--- src/hw/rtl/mcam_pkg.sv ---
`default_nettype none

package mcam_pkg;

    localparam int NUM_AXES       = 6;
    localparam int NUM_STICK_AXES = 4;

    localparam int BYTE_W      = 8;
    localparam int CHAN_NIB_W  = 4;
    localparam int CHANNEL_W   = 5;
    localparam int AXIS_IDX_W  = 3;
    localparam int AXIS_VAL_W  = 16;
    localparam int OUT_DATA_W  = 40;
    localparam int CFG_ADDR_W  = 1;
    localparam int CFG_DATA_W  = 8;

    localparam logic [CFG_ADDR_W-1:0] REG_CHANNEL_FILTER  = 1'd0;
    localparam logic [CFG_ADDR_W-1:0] REG_CONTROLLER_BASE = 1'd1;

    localparam logic [CHANNEL_W-1:0] FILTER_RESET = 5'd0;
    localparam logic [BYTE_W-1:0]    BASE_RESET   = 8'd40;

    localparam logic [3:0] STATUS_CC_NIB = 4'hB;

    localparam int STICK_CENTER = 64;
    localparam int FULL_SCALE   = 32767;
    localparam int STICK_SPAN   = 63;
    localparam int TRIG_SPAN    = 127;
    localparam int SAT_MAX      = 32767;
    localparam int SAT_MIN      = -32768;

    typedef enum logic [2:0] {
        PH_IDLE  = 3'b001,
        PH_CTRL  = 3'b010,
        PH_VALUE = 3'b100
    } phase_t;

    typedef struct packed {
        logic                  valid;
        logic [CHAN_NIB_W-1:0] chan_nib;
        logic [BYTE_W-1:0]     controller;
        logic [BYTE_W-1:0]     level;
    } msg_t;

    typedef struct packed {
        logic [CHANNEL_W-1:0]         channel;
        logic [BYTE_W-1:0]            controller;
        logic [BYTE_W-1:0]            level;
        logic                         axis_hit;
        logic [AXIS_IDX_W-1:0]        axis_num;
        logic signed [AXIS_VAL_W-1:0] axis_value;
    } result_t;

    typedef logic signed [AXIS_VAL_W-1:0] lut_t [0:255];

    function automatic logic signed [AXIS_VAL_W-1:0] sat16(int v);
        logic signed [AXIS_VAL_W-1:0] r;
        if (v > SAT_MAX)
        begin
            r = 16'sh7FFF;
        end
        else if (v < SAT_MIN)
        begin
            r = 16'sh8000;
        end
        else
        begin
            r = AXIS_VAL_W'(v);
        end
        return r;
    endfunction

    // Scaled axis value for every possible value byte, built at elaboration.
    function automatic lut_t build_lut(bit stick);
        lut_t t;
        int   v;
        for (int i = 0; i < 256; i++)
        begin
            if (stick)
            begin
                v = ((i - STICK_CENTER) * FULL_SCALE) / STICK_SPAN;
            end
            else
            begin
                v = (i * FULL_SCALE) / TRIG_SPAN;
            end
            t[i] = sat16(v);
        end
        return t;
    endfunction

    localparam lut_t STICK_LUT = build_lut(1'b1);
    localparam lut_t TRIG_LUT  = build_lut(1'b0);

endpackage

`default_nettype wire

--- src/hw/rtl/mcam_parser.sv ---
`default_nettype none

module mcam_parser
    import mcam_pkg::*;
(
    input  wire logic              clk,
    input  wire logic              rst_n,
    input  wire logic              step,
    input  wire logic [BYTE_W-1:0] byte_in,
    input  wire logic              last_in,
    output msg_t                   msg
);

    phase_t                phase_reg;
    phase_t                phase_next;
    logic [CHAN_NIB_W-1:0] chan_reg;
    logic [CHAN_NIB_W-1:0] chan_next;
    logic [BYTE_W-1:0]     ctrl_reg;
    logic [BYTE_W-1:0]     ctrl_next;

    always_comb
    begin
        phase_next = phase_reg;
        chan_next  = chan_reg;
        ctrl_next  = ctrl_reg;
        msg.valid      = 1'b0;
        msg.chan_nib   = chan_reg;
        msg.controller = ctrl_reg;
        msg.level      = byte_in;
        if (step)
        begin
            unique case (phase_reg)
                PH_IDLE:
                begin
                    if (byte_in[7:4] == STATUS_CC_NIB)
                    begin
                        chan_next  = byte_in[CHAN_NIB_W-1:0];
                        phase_next = PH_CTRL;
                    end
                end
                PH_CTRL:
                begin
                    ctrl_next  = byte_in;
                    phase_next = PH_VALUE;
                end
                PH_VALUE:
                begin
                    msg.valid  = 1'b1;
                    phase_next = PH_IDLE;
                end
                default:
                begin
                    phase_next = PH_IDLE;
                end
            endcase
            // The end of a packet drops any partial message.
            if (last_in)
            begin
                phase_next = PH_IDLE;
            end
        end
    end

    always_ff @(posedge clk or negedge rst_n)
    begin
        if (!rst_n)
        begin
            phase_reg <= PH_IDLE;
            chan_reg  <= '0;
            ctrl_reg  <= '0;
        end
        else
        begin
            phase_reg <= phase_next;
            chan_reg  <= chan_next;
            ctrl_reg  <= ctrl_next;
        end
    end

endmodule

`default_nettype wire

--- src/hw/rtl/mcam_axis_map.sv ---
`default_nettype none

module mcam_axis_map
    import mcam_pkg::*;
(
    input  wire msg_t                   msg,
    input  wire logic [CHANNEL_W-1:0]   channel_filter,
    input  wire logic [BYTE_W-1:0]      controller_base,
    output logic                        keep,
    output result_t                     result
);

    logic [CHANNEL_W-1:0] channel;
    logic [BYTE_W:0]      diff;
    logic                 in_range;
    logic                 is_stick;

    always_comb
    begin
        channel  = CHANNEL_W'({1'b0, msg.chan_nib}) + CHANNEL_W'(1);
        keep     = msg.valid && ((channel_filter == '0) || (channel_filter == channel));
        diff     = {1'b0, msg.controller} - {1'b0, controller_base};
        in_range = !diff[BYTE_W] && (diff < (BYTE_W+1)'(NUM_AXES));
        is_stick = diff < (BYTE_W+1)'(NUM_STICK_AXES);

        result.channel    = channel;
        result.controller = msg.controller;
        result.level      = msg.level;
        result.axis_hit   = in_range;
        result.axis_num   = '0;
        result.axis_value = '0;
        if (in_range)
        begin
            result.axis_num   = diff[AXIS_IDX_W-1:0];
            result.axis_value = is_stick ? STICK_LUT[msg.level] : TRIG_LUT[msg.level];
        end
    end

endmodule

`default_nettype wire

--- src/hw/rtl/midi_cc_axis_mapper.sv ---
// An accepted word is first registered in the input stage; its result word is then registered
// in the result stage and shown on the output, once the result stage is free.
// Throughput: one input word per cycle; ready drops only while the result is stalled.
// Bytes that complete no kept control-change message give no result word.
// Reset (rst_n low, asynchronous) empties both stages, returns the parser to idle,
// and sets channel_filter to 0 and controller_base to 40.
`default_nettype none

module midi_cc_axis_mapper
    import mcam_pkg::*;
(
    input  wire logic                  clk,
    input  wire logic                  rst_n,
    input  wire logic                  s_axis_tvalid,
    output logic                       s_axis_tready,
    input  wire logic [BYTE_W-1:0]     s_axis_tdata,   // in_byte
    input  wire logic                  s_axis_tlast,   // packet_end
    output logic                       m_axis_tvalid,
    input  wire logic                  m_axis_tready,
    // channel, controller, level, axis number, axis_value
    output logic [OUT_DATA_W-1:0]      m_axis_tdata,
    output logic                       m_axis_tuser,   // axis_hit
    input  wire logic                  cfg_we,
    input  wire logic [CFG_ADDR_W-1:0] cfg_addr,
    input  wire logic [CFG_DATA_W-1:0] cfg_wdata
);

    logic [CHANNEL_W-1:0] filter_reg;
    logic [BYTE_W-1:0]    base_reg;

    logic                 in_valid_reg;
    logic [BYTE_W-1:0]    in_byte_reg;
    logic                 in_last_reg;
    logic                 out_valid_reg;
    result_t              out_reg;

    logic                 advance;
    logic                 step;
    logic                 keep;
    msg_t                 msg;
    result_t              result;

    assign advance       = !out_valid_reg || m_axis_tready;
    assign step          = in_valid_reg && advance;
    assign s_axis_tready = !in_valid_reg || advance;

    always_ff @(posedge clk or negedge rst_n)
    begin
        if (!rst_n)
        begin
            filter_reg <= FILTER_RESET;
            base_reg   <= BASE_RESET;
        end
        else if (cfg_we)
        begin
            unique case (cfg_addr)
                REG_CHANNEL_FILTER:  filter_reg <= cfg_wdata[CHANNEL_W-1:0];
                REG_CONTROLLER_BASE: base_reg   <= cfg_wdata;
                default:             ;
            endcase
        end
    end

    always_ff @(posedge clk or negedge rst_n)
    begin
        if (!rst_n)
        begin
            in_valid_reg <= 1'b0;
        end
        else if (s_axis_tvalid && s_axis_tready)
        begin
            in_valid_reg <= 1'b1;
        end
        else if (advance)
        begin
            in_valid_reg <= 1'b0;
        end
    end

    always_ff @(posedge clk)
    begin
        if (s_axis_tvalid && s_axis_tready)
        begin
            in_byte_reg <= s_axis_tdata;
            in_last_reg <= s_axis_tlast;
        end
    end

    mcam_parser u_parser (
        .clk     (clk),
        .rst_n   (rst_n),
        .step    (step),
        .byte_in (in_byte_reg),
        .last_in (in_last_reg),
        .msg     (msg)
    );

    mcam_axis_map u_axis_map (
        .msg             (msg),
        .channel_filter  (filter_reg),
        .controller_base (base_reg),
        .keep            (keep),
        .result          (result)
    );

    always_ff @(posedge clk or negedge rst_n)
    begin
        if (!rst_n)
        begin
            out_valid_reg <= 1'b0;
        end
        else if (advance)
        begin
            out_valid_reg <= keep;
        end
    end

    always_ff @(posedge clk)
    begin
        if (advance && keep)
        begin
            out_reg <= result;
        end
    end

    assign m_axis_tvalid = out_valid_reg;
    assign m_axis_tuser  = out_reg.axis_hit;
    assign m_axis_tdata  = {out_reg.axis_value, out_reg.axis_num, out_reg.level,
                            out_reg.controller, out_reg.channel};

    assert property (@(posedge clk) disable iff (!rst_n)
        in_valid_reg && !advance |=> in_valid_reg)
        else $error("Input word lost while the result stage was stalled.");

    assert property (@(posedge clk) disable iff (!rst_n)
        out_valid_reg && !out_reg.axis_hit |->
            (out_reg.axis_num == '0) && (out_reg.axis_value == '0))
        else $error("Axis fields nonzero on a result without an axis hit.");

    assert property (@(posedge clk) disable iff (!rst_n)
        out_valid_reg |-> (out_reg.channel != '0))
        else $error("Result carries channel zero.");

    assert property (@(posedge clk) disable iff (!rst_n)
        out_valid_reg && out_reg.axis_hit |->
            ({1'b0, out_reg.axis_num} < (AXIS_IDX_W+1)'(NUM_AXES)))
        else $error("Axis index beyond the number of axes.");

    assert property (@(posedge clk) disable iff (!rst_n)
        keep |-> step)
        else $error("Result produced without a word moving out of the input stage.");

endmodule

`default_nettype wire

--- config.mk ---
export PLATFORM = sky130hd
export DESIGN_NAME = midi_cc_axis_mapper
export DESIGN_NICKNAME = d
export VERILOG_FILES = /design/src/hw/rtl/mcam_pkg.sv /design/src/hw/rtl/mcam_parser.sv /design/src/hw/rtl/mcam_axis_map.sv /design/src/hw/rtl/midi_cc_axis_mapper.sv
export SDC_FILE = /design/constraint.sdc
export NUM_CORES = 1
export LEC_CHECK = 0
export ABC_AREA = 1
export BUFFER_PORTS_ARGS = -buffer_cell sky130_fd_sc_hd__buf_4
export CAP_MARGIN = 25
export CORE_ASPECT_RATIO = 1.5
export CORE_MARGIN = 2
export CORE_UTILIZATION = 45
export DETAILED_ROUTE_END_ITERATION = 6
export HOLD_SLACK_MARGIN = 0.03
export PLACE_DENSITY_LB_ADDON = 0.15
export SETUP_SLACK_MARGIN = 0.02
export SKIP_LAST_GASP = 1
export SLEW_MARGIN = 20
export SYNTH_ARGS = -nofsm -noshare
export SYNTH_HDL_FRONTEND = slang
export SYNTH_HIERARCHICAL = 1
export SYNTH_SLANG_ARGS = --single-unit
--- constraint.sdc ---
create_clock -name clk -period 4.5 [get_ports clk]
set_input_delay 0.45 -clock clk [delete_from_list [all_inputs] [get_ports clk]]
set_output_delay 0.45 -clock clk [all_outputs]
set_load 0.1 [all_outputs]
[After elaboration in Yosys (flattened, before gate mapping)]
Memories as Yosys holds them, arrays and structs flattened.
Index checks and enable logic that the tools add are counted.
Cells by class
  add/subtract/negate cells: 2
  $lt $le $gt $ge: 3
  eq/ne operators: 6
  mux-type cells: 12
  bitwise operators: 2
  reductions and logical operators: 18
Operators by type and width (number)
  $mux W16: 5
  $lt A9 B3 Y1 const B: 2
  $ge A9 B9 Y1 const B: 1
  $not A8 Y9: 1
  $sub A8 B8 Y9: 1
  $reduce_and A2 Y1: 4
  $mux W3: 2
  $pmux W3 S2: 1
  $add A4 B1 Y5 const B: 1
  $eq A5 B5 Y1: 1
  $logic_and A1 B1 Y1: 5
  $logic_not A5 Y1: 1
  $eq A4 B4 Y1 const B: 1
  $mux W1: 4
  $eq A3 B1 Y1 const B: 1
  $eq A3 B2 Y1 const B: 1
  $eq A3 B3 Y1 const B: 1
  $logic_not A1 Y1: 3
  $logic_or A1 B1 Y1: 3
  $ne A3 B2 Y1 const B: 1
  $reduce_and A3 Y1: 1
  $reduce_bool A2 Y1: 1
  $not A1 Y1: 1
Storage, ports and cells
  register bits after elaboration: 80
  bits in read-only memories: 8192
  input port bits: 23
  output and inout port bits: 43
  memories: 2
Memory list
  (no name shown): depth 256, bits a word 16, read ports 1, clocked after memory_dff 0, write ports 0, RTL line mcam_axis_map.sv:35  | result.axis_value = is_stick ? STICK_LUT[msg.level] : TRIG_LUT[msg.level];
  (no name shown): depth 256, bits a word 16, read ports 1, clocked after memory_dff 0, write ports 0, RTL line mcam_axis_map.sv:35

[Logic depth before layout (Yosys ltp)]
Gate-level depths: netlist of run 1.
  depth in word-level cells: 6
  depth in mapped cells: 17
  mapped depth without buffers: 17

[Hierarchy]
Netlist of run 1, hierarchy kept.
Modules (own cells, without submodules)
  midi_cc_axis_mapper: times used 1, cells each 122, area an instance 2123.3 um^2
  mcam_axis_map: times used 1, cells each 330, area an instance 1734.2 um^2
  mcam_parser: times used 1, cells each 90, area an instance 770.7 um^2

[Least setup slack after synthesis of run 1]
Ideal clock, no wire load.
  path kind: register -> register
  from: register out_valid_reg, in the netlist m_axis_tvalid
  to: register out_reg (netlist bit m_axis_tdata[0]) (enable)
  arrival time: 3406 ps
  required time: 4060 ps
  slack: 654 ps
  stages on the path, launching flop included: 9
  buffers on the path: 0
  cells stage by stage: dfrtp_1 > inv_1 > nor2_1 > nor2_1 > inv_1 > nor4_1 > a21boi_0 > inv_1 > nor2_1
RTL lines
  start: declaration: RTL line midi_cc_axis_mapper.sv:34  | logic out_valid_reg;
  start signal: assignment: RTL line midi_cc_axis_mapper.sv:114  | out_valid_reg <= keep;
  end signal: assignment: RTL line midi_cc_axis_mapper.sv:122  | out_reg <= result;
  end: declaration: RTL line midi_cc_axis_mapper.sv:35  | result_t out_reg;

[Worst setup path in the final report of run 1]
  from: register u_parser.ctrl_reg[0]
  to: register out_reg (netlist bit m_axis_tdata[37]) (data pin)
Between the ends
  word-level cells in the longest chain between the ends: 3
RTL lines
  start: declaration: RTL line mcam_parser.sv:18  | logic [BYTE_W-1:0] ctrl_reg;
  start signal: assignment: RTL line mcam_parser.sv:76  | ctrl_reg <= ctrl_next;
  $sub A8 B8 Y9 *: RTL line mcam_axis_map.sv:22  | diff = {1'b0, msg.controller} - {1'b0, controller_base};
  $lt A9 B3 Y1 (tied with other cells): RTL line mcam_axis_map.sv:24  | is_stick = diff < (BYTE_W+1)'(NUM_STICK_AXES);
  $mux W16 or $logic_and A1 B1 Y1 (tied branches): RTL line mcam_axis_map.sv:35, mcam_axis_map.sv:23
Every way passes the cells marked *; elsewhere a longest branch is shown, timed or not.
A chain may end at the register's enable or synchronous reset.

==> impl_metrics.toml, run 1 <==
[timing]
fin_crit_sh = 0.567
finalHoldViolations = 0
fmax_ghz = 0.392
relSlewSlack = 0.573
max_slew.worst_pin.slew_ns = 0.640
rsz0062_at_grt = "false"
setup_viol = 0
fin_crit_ns = 2.55
drv_slew = 0
setup_tns_ns = 0
fin_skew_ns = 0.00708

[hold_path]
hp-class = "in -> async"

[place]
placed_cells = 687
place_hpwl_mm = 7.40
io_buffers = 65
place.gp.congestion = 0.906

[synth]
muxShareOfSynthArea = 0
ys.flop_type = "edfxtp_1"
yosys.area_share.simple = 0.252
syn_inst = 542
synth_edf_count = 50
avgSynthCellArea_sq_um = 8.54
synthesis.area_sq_mm = 0.00463
synth_top_area_frac = 0.324
synth_area_leaders = "edfxtp_1, dfrtp_1, nand2_1, nand3_1, inv_1"
ys_top_cells_by_count = "nand2_1, inv_1, nand3_1"
yosysMostFrequentCell = "nand2_1"
synth_seq_cells = 80
yosysSeqAreaShare = 0.487
synth_fa_ha_area_frac = 0.0557
ys_async_sr_fraction = 0.375
synth_top_family_by_area = "simple AND/OR/NAND/NOR gates"
synth_top_area_cell = "edfxtp_1"
synth-compound-area-share = 0.0730
synth.distinct_cells = 41
synth_warnings = 6
syn_nets = 585
synth_xor_area_frac = 0.0132

[pwr]
irDropWorstVdd_mv = 0.236
p_per_area_mw_per_mm2 = 427
leakage_nw = 2.61

[detailed_routing]
firstDrtPassIters = 4
ant_nets = 0
vias_per_cell = 4.99
first_iter_violations = 196
wl_per_cell_um = 13.8
num_vias = 3510
drcViolationCount = 0
finalWirelength_mm = 9.70

[floorplanning]
dieArea_sq_mm = 0.0111
core-area_sq_mm = 0.0101
pin_count = 66
die_w_um = 86.8
rows = 45
start_util = 0.459
die_h_um = 128

[setup_path]
reg2regPathDepth = 13
slowest_delay_ns = 0.39
crit_family = "simple AND/OR/NAND/NOR gates"
critPathBufInv = 2
start_kind = "flip-flop"
critPathArrivalTime_ns = 2.64
critPathKind = "reg -> reg"
end_kind = "flip-flop"
cp_slowest_cell = "dfrtp_1"
crit_top_cell = "nand2_1"
crit_required_ns = 4.59
cp_num_cells = 13
crit_chain = "inv_1 -> ha_1 -> inv_1 -> fa_1 -> nand2_1 -> nand2_1 -> nand2_1 -> xor2_1 -> nand2_2 -> nor2_4 -> nand3_4 -> nor2_1 -> nor2_1"
crit_fanout = 16

[finish]
finalNonFillerCells = 703
drive_gt1_frac = 0.184
fill_cells = 945
diodes = 0
area_delta_synth_final_pct = 14.7
nNetsFinal = 624
largest_reg_flops = 40
seqCellArea_sq_mm = 0.00226
multiInputGateArea_sq_mm = 0.00183

[clock_network]
cts_setup_buffers = 0
clkLatencyLatePin_ns = 0.33
clk_pin_slew_ns = 0.06
tritoncts = "built"
numCtsBuffers = 9
cts_num_sinks = 80
clockRootBuffer = "clkbuf_16"
h-tree-depth = 3
ctsLongestPathBuffers = 2
cts.hold.buffers_added = 0
cts_resized = 0

[grt]
grt_antenna_before_repair = 0
grt_overflow = 0
grt_pass1_vias = 3402
grt_usage = 0.187
grt_max_degree = 31
grt_pass1_wl_mm = 16.0

[run]
maxCapViolations = 0

[outcome]
status = "finished clean"
layer usage:
layer  part of all wire  global-route usage  vias to the layer above
li1                   -                   -                     1812
met1               0.41               0.213                     1590
met2               0.52               0.331                       88
met3              0.037              0.0386                       20
met4              0.025              0.0790                        0
met5                  0                   0                        -
final timing paths:
check                                          start                     to  slack (ns)
worst max-delay path            u_parser/ctrl_reg[0]       m_axis_tdata[37]        1.95
worst min-delay path                           rst_n   u_parser/chan_reg[1]        0.04
worst max register to register  u_parser/ctrl_reg[0]       m_axis_tdata[37]        1.95
worst min register to register           base_reg[5]            base_reg[5]        0.46
max in group asynchronous                      rst_n  u_parser/phase_reg[0]        4.14
min in group clk                     s_axis_tdata[2]         in_byte_reg[2]        0.29
area by class of cell:
| class | instances | share of cell area |
|---|---|---|
| timing repair buffer | 66 | 0.0957 |
| sequential | 80 | 0.425 |
| multi-input combinational | 351 | 0.345 |
| clock inverter | 4 | 0.00660 |
| tap | 117 | 0.0276 |
| inverter | 73 | 0.0519 |
| clock buffer | 12 | 0.0483 |
cells by family after synthesis:
| family | count (synthesis) |
|---|---|
| AND/OR/NAND/NOR | 272 |
| AO/OA/AOI/OAI | 52 |
| buffers and inverters | 111 |
| adder cells (fa/ha/maj) | 20 |
| XOR/XNOR | 7 |
| flip-flops | 80 |
per-stage QoR:
stage	util	area, sq um	setup WS [ns]	power (mW)	hold slack [ns]
after floorplan	-	4630	0.654	1.48	0.154
after global placement	0.496	5000	1.77	1.57	0.402
after detailed placement	0.498	5020	1.96	1.58	0.405
after CTS	0.527	5310	1.94	2.29	0.0415
after global routing	0.527	5310	1.71	2.42	0.0528
final	0.527	5310	1.95	2.26	0.0379
power by group:
part / internal, mW / total, mW / switching (mW)
clock network: 0.411 / 0.700 / 0.289
logic: 0.228 / 0.627 / 0.400
registers: 0.859 / 0.937 / 0.0781
layout by cell type, fill, tap and decap left out, drive strengths merged, types with 2 or more instances in the layout:
cell | Yosys | layout
o211ai | 9 | 9
nor4 | 2 | 2
nor2 | 57 | 57
xor2 | 4 | 4
inv | 71 | 74
o22ai | 2 | 2
clkbuf | 4 | 12
a21oi | 16 | 16
edfxtp | 50 | 50
o21ai | 20 | 20
clkinv | 2 | 3
nand2 | 152 | 152
a31oi | 2 | 2
ha | 19 | 19
dfrtp | 27 | 27
nand3 | 55 | 55
nand4 | 2 | 2
or2 | 2 | 2
buf | 33 | 66
xnor2 | 3 | 3
dfstp | 3 | 3
(Power assumes the default switching activity.)
==> run 2, diff against run 1 <==
==> constraint.sdc (replaced) <==
create_clock -name clk -period 2.2 [get_ports clk]
set_input_delay 0.22 -clock clk [delete_from_list [all_inputs] [get_ports clk]]
set_output_delay 0.22 -clock clk [all_outputs]
set_load 0.1 [all_outputs]
==> impl_metrics.toml, run 2 (synthesized netlist as in run 1, its figures left out) <==
[pwr]
seqPwrFrac = 0.371
p_per_area_mw_per_mm2 = 875
intPower_mw = 3.31
irDropWorstVdd_mv = 0.478
clkPwrFrac = 0.291
power_switching_mw = 1.79
p_comb_frac = 0.337
swShare = 0.351
leakage_nw = 2.83

[detailed_routing]
first_iter_violations = 190
firstDrtPassIters = 5
vias_per_cell = 5.06
num_vias = 3755
finalWirelength_mm = 10.7
wl_per_cell_um = 14.5
drcViolationCount = 0
ant_nets = 0

[setup_path]
end_kind = "flip-flop"
reg2regPathDepth = 13
worstSetupStartpoint = "u_parser/ctrl_reg[0]"
critPathKind = "reg -> reg"
r2r-start = "u_parser/ctrl_reg[0]"
critPathArrivalTime_ns = 2.35
endpoint = "m_axis_tdata[31]"
crit_fanout = 8
crit_required_ns = 2.28
reg2reg_slack_ns = -0.07
r2r_end = "m_axis_tdata[31]"
start_kind = "flip-flop"

[floorplanning]
rows = 45
start_util = 0.459
pin_count = 66
die_h_um = 128
dieArea_sq_mm = 0.0111
die_w_um = 86.8
core-area_sq_mm = 0.0101

[finish]
largest_reg_flops = 40
most-common-layout-cells = "nand2_1, buf_4, inv_1"
drive_gt1_frac = 0.298
nNetsFinal = 663
fill_cells = 905
final_common_cell = "nand2_1"
final_cell_area_sq_mm = 0.00584
area_delta_synth_final_pct = 26.1
diodes = 0

[timing]
rsz0062_at_grt = "true"
fmax_ghz = 0.441
relSlewSlack = 0.665
fin_skew_ns = 0.00942
finalHoldViolations = 0
setup_viol = 15
fin_crit_sh = 1.03
fin_crit_ns = 2.27
drv_slew = 0
setup_tns_ns = -0.708
layout_setup_ws_ns = -0.0682
max_slew.worst_pin.slew_ns = 0.503

[clock_network]
numCtsBuffers = 9
clockRootBuffer = "clkbuf_16"
h-tree-depth = 3
clkLatencyLatePin_ns = 0.33
tritoncts = "built"
clk_pin_slew_ns = 0.06
ctsLongestPathBuffers = 2
cts_num_sinks = 80

[grt]
grt_antenna_before_repair = 0
grt_pass1_vias = 3683
grt_pass1_wl_mm = 17.2
grt_max_degree = 35
grt_usage = 0.198
grt_overflow = 0

[hold_path]
worstHoldStart = "s_axis_tlast"
hp-class = "in -> reg"
worstHoldPathCells = 1

[outcome]
violations = "setup timing"
status = "finished, violations left"

[place]
placed_area_sq_mm = 0.00526
place_hpwl_mm = 7.88
place.gp.congestion = 0.875
io_buffers = 65

[run]
maxCapViolations = 0
[run 2: repair_timing]
item                                    in CTS  in global routing
endpoints found under the hold margin       27                  0
hold buffers                                 1                  0
resized for setup                           15                 23
pin swaps                                    7                  8
gates cloned                                 1                  3
endpoints found under the setup margin      17                 54
buffers inserted                             2                  3
[run 2: cell type report]
class                   instances  area [sq um]  share of cell area
clock buffers                  11           264              0.0452
clock inverters                 5          42.5             0.00729
inverters                      73           275              0.0472
multi-input cells             352          1990               0.342
flip-flops and latches         80          2260               0.387
well taps                     117           146              0.0251
repair buffers                104           855               0.146
[run 2: per-layer routing]
layer,part of all wire,global-route usage
met4,0.029,0.0809
met1,0.39,0.224
met5,0,0
met3,0.040,0.0328
met2,0.54,0.362
[run 2: how the worst min path moves through the flow]
stage	slack, ns	to
2_1_floorplan	-0.08	base_reg[0]
3_3_place_gp	0.17	filter_reg[3]
3_5_place_dp	0.17	filter_reg[3]
4_1_cts	0.05	in_byte_reg[5]
5_1_grt	0.05	in_byte_reg[4]
6_report	0.06	in_last_reg
[run 2: power by group through the flow]
stage / Sequential [mW] / Clock, mW / Combinational [mW]
after floorplan: 1.88 / 0 / 1.16
after global placement: 1.91 / 0 / 1.46
after detailed placement: 1.92 / 0 / 1.49
after CTS: 1.89 / 1.53 / 1.64
after global routing: 1.91 / 1.59 / 1.91
final: 1.90 / 1.49 / 1.72
[run 2: metrics by stage]
step / power (mW) / worst slack (ns) / cells / utilization / hold slack, ns
3_5_place_dp: 3.40 / -0.119 / 716 / 0.522 / 0.171
2_1_floorplan: 3.03 / -0.149 / 542 / - / -0.0756
6_report: 5.11 / -0.0682 / 742 / 0.579 / 0.0594
4_1_cts: 5.06 / -0.0792 / 736 / 0.561 / 0.0469
3_3_place_gp: 3.37 / -0.0276 / 716 / 0.522 / 0.168
5_1_grt: 5.41 / -0.225 / 742 / 0.579 / 0.0474
[run 2: worst max-delay path: stages, from the launching register on]
cell,delay (ns)
dfrtp_1,0.40
inv_2,0.09
ha_4,0.13
inv_2,0.03
fa_2,0.34
nand2_2,0.07
nand2_2,0.08
nand2_2,0.07
xor2_1,0.16
nand2_2,0.11
nor2_4,0.17
nand3_4,0.16
nor2_2,0.15
nor2_1,0.07
==> run 3, diff against run 2 <==
--- a/config.mk
+++ b/config.mk
@@ -5,7 +5,6 @@
 export SDC_FILE = /design/constraint.sdc
 export NUM_CORES = 1
 export LEC_CHECK = 0
-export ABC_AREA = 1
 export BUFFER_PORTS_ARGS = -buffer_cell sky130_fd_sc_hd__buf_4
 export CAP_MARGIN = 25
 export CORE_ASPECT_RATIO = 1.5
==> constraint.sdc (replaced) <==
create_clock -name clk -period 2.6 [get_ports clk]
set_input_delay 0.26 -clock clk [delete_from_list [all_inputs] [get_ports clk]]
set_output_delay 0.26 -clock clk [all_outputs]
set_load 0.1 [all_outputs]
==> impl_metrics.toml, run 3 <==
[synth]
synth_warnings = 6
synth_top_area_cell = "edfxtp_1"
syn_inst = 378
syn_nets = 421
avgSynthCellArea_sq_um = 11.6
yosysMostFrequentCell = "edfxtp_1"
synthesis.area_sq_mm = 0.00438
ys.flop_type = "edfxtp_1"
synth.distinct_cells = 67
synth_top_area_frac = 0.343
ys_async_sr_fraction = 0.375
ys_top_cells_by_count = "edfxtp_1, a21oi_1, dfrtp_1"
synth_seq_cells = 80
yosysSeqAreaShare = 0.515
synth_edf_count = 50
synth_area_leaders = "edfxtp_1, dfrtp_1, mux2_2, ha_1, buf_4"

[timing]
setup_viol = 0
fin_skew_ns = 0.00528
finalHoldViolations = 0
max_slew.worst_pin.slew_ns = 0.579
fin_crit_ns = 2.56
setup_tns_ns = 0
drv_slew = 0
fin_crit_sh = 0.983
fmax_ghz = 0.391
relSlewSlack = 0.614
layout_setup_ws_ns = 0.0435
rsz0062_at_grt = "true"

[place]
place.gp.congestion = 0.888
io_buffers = 65
placed_cells = 533
place_hpwl_mm = 6.77
post-place-ws_ns = 0.0181
placed_area_sq_mm = 0.00489

[finish]
largest_reg_flops = 40
multiInputGateArea_sq_mm = 0.00189
final_common_cell = "buf_4"
seqCellArea_sq_mm = 0.00226
most-common-layout-cells = "buf_4, edfxtp_1, a21oi_1"
nNetsFinal = 482
diodes = 0
drive_gt1_frac = 0.369
finalNonFillerCells = 559
fin_util = 0.563
area_delta_synth_final_pct = 23.1
fill_cells = 830
final_cell_area_sq_mm = 0.00539

[floorplanning]
core-area_sq_mm = 0.00958
die_w_um = 84.5
dieArea_sq_mm = 0.0105
die_h_um = 125
pin_count = 66
start_util = 0.457
rows = 44

[grt]
grt_pass1_vias = 3012
grt_pass1_wl_mm = 14.7
grt_antenna_before_repair = 0
grt_max_degree = 37
grt_usage = 0.178
grt_overflow = 0

[detailed_routing]
drcViolationCount = 0
ant_nets = 0
met1_length_mm = 3.61
top_layer = "met4"
wl_met2_mm = 5.02
wl_per_cell_um = 17.1
vias_per_cell = 5.61
met3_wirelength_um = 415
first_iter_violations = 160
finalWirelength_mm = 9.54
firstDrtPassIters = 5
num_vias = 3135

[clock_network]
ctsLongestPathBuffers = 2
h-tree-depth = 3
cts_num_sinks = 80
clk_pin_slew_ns = 0.06
tritoncts = "built"
clkLatencyLatePin_ns = 0.33
clockRootBuffer = "clkbuf_16"
numCtsBuffers = 9

[run]
maxCapViolations = 0

[setup_path]
start_kind = "flip-flop"
reg2reg_slack_ns = 0.04
reg2regPathDepth = 11
crit_required_ns = 2.76
crit_fanout = 5
critPathArrivalTime_ns = 2.72
r2r-start = "u_parser/ctrl_reg[0]"
end_kind = "flip-flop"
r2r_end = "m_axis_tdata[25]"
critPathKind = "reg -> reg"

[outcome]
status = "finished clean"

[pwr]
irDropWorstVdd_mv = 0.398
p_per_area_mw_per_mm2 = 658
leakage_nw = 2.34

[hold_path]
worstHoldStart = "s_axis_tdata[3]"
hp-class = "in -> reg"
hold_end = "in_byte_reg[3]"
worstHoldPathCells = 1
## run 3: cells by family after synthesis
kind of cell	share of synthesized area
fa+ha+maj	0.0589
flops	0.515
simple gates	0.130
buf+inv	0.0772
mux	0.0738
xor+xnor	0.0200
compound gates	0.125
## run 3: final cells by class
cell class	instances	share of cell area
Sequential cell	80	0.419
Multi-Input combinational cell	238	0.350
Timing Repair Buffer	89	0.127
Clock buffer	12	0.0536
Tap cell	115	0.0267
Inverter	21	0.0146
Clock inverter	4	0.00836
## run 3: worst max path at each step
stage                    startpoint                to  slack [ns]  cells after the start
2_1_floorplan  u_parser/chan_reg[0]   m_axis_tdata[0]        0.06                      7
3_3_place_gp   u_parser/ctrl_reg[0]  m_axis_tdata[24]        0.07                     10
3_5_place_dp   u_parser/ctrl_reg[0]  m_axis_tdata[26]        0.02                     11
4_1_cts        u_parser/ctrl_reg[0]  m_axis_tdata[26]       -0.01                     11
5_1_grt        u_parser/ctrl_reg[0]  m_axis_tdata[25]       -0.08                     11
6_report       u_parser/ctrl_reg[0]  m_axis_tdata[25]        0.04                     11
## run 3: worst max-delay path, stage by stage (launching register included)
cell and delay [ns]:
dfrtp_1 0.40, inv_2 0.08, ha_4 0.12, inv_2 0.04
fa_2 0.34, a21o_1 0.19, a21oi_2 0.20, xor2_2 0.23
buf_4 0.15, o211a_4 0.20, nand4_4 0.15, a311oi_2 0.27
## run 3: power breakdown
| group | leakage (nW) | switching (mW) | internal, mW |
|---|---|---|---|
| clock network | 0.167 | 0.484 | 0.882 |
| registers | 0.893 | 0.0729 | 1.43 |
| logic | 1.28 | 0.370 | 0.302 |
## run 3: metal layers
metal / vias to the layer above / global-route usage
li1: 1484 / -
met1: 1504 / 0.196
met2: 117 / 0.312
met3: 30 / 0.0285
met4: 0 / 0.110
met5: - / 0
## run 3: metrics by stage
step / hold slack [ns] / total power [mW]
2_1_floorplan: -0.0356 / 1.95
3_3_place_gp: 0.210 / 2.10
3_5_place_dp: 0.212 / 2.11
4_1_cts: 0.0925 / 3.49
5_1_grt: 0.0946 / 3.69
6_report: 0.100 / 3.54
## run 3: timing repair
action,CTS,global route
endpoints found under the hold margin,27,0
resized for setup,2,15
setup endpoints to repair,5,55
buffers inserted,0,7
hold buffers,1,0
pin swaps,0,11
gates cloned,0,2
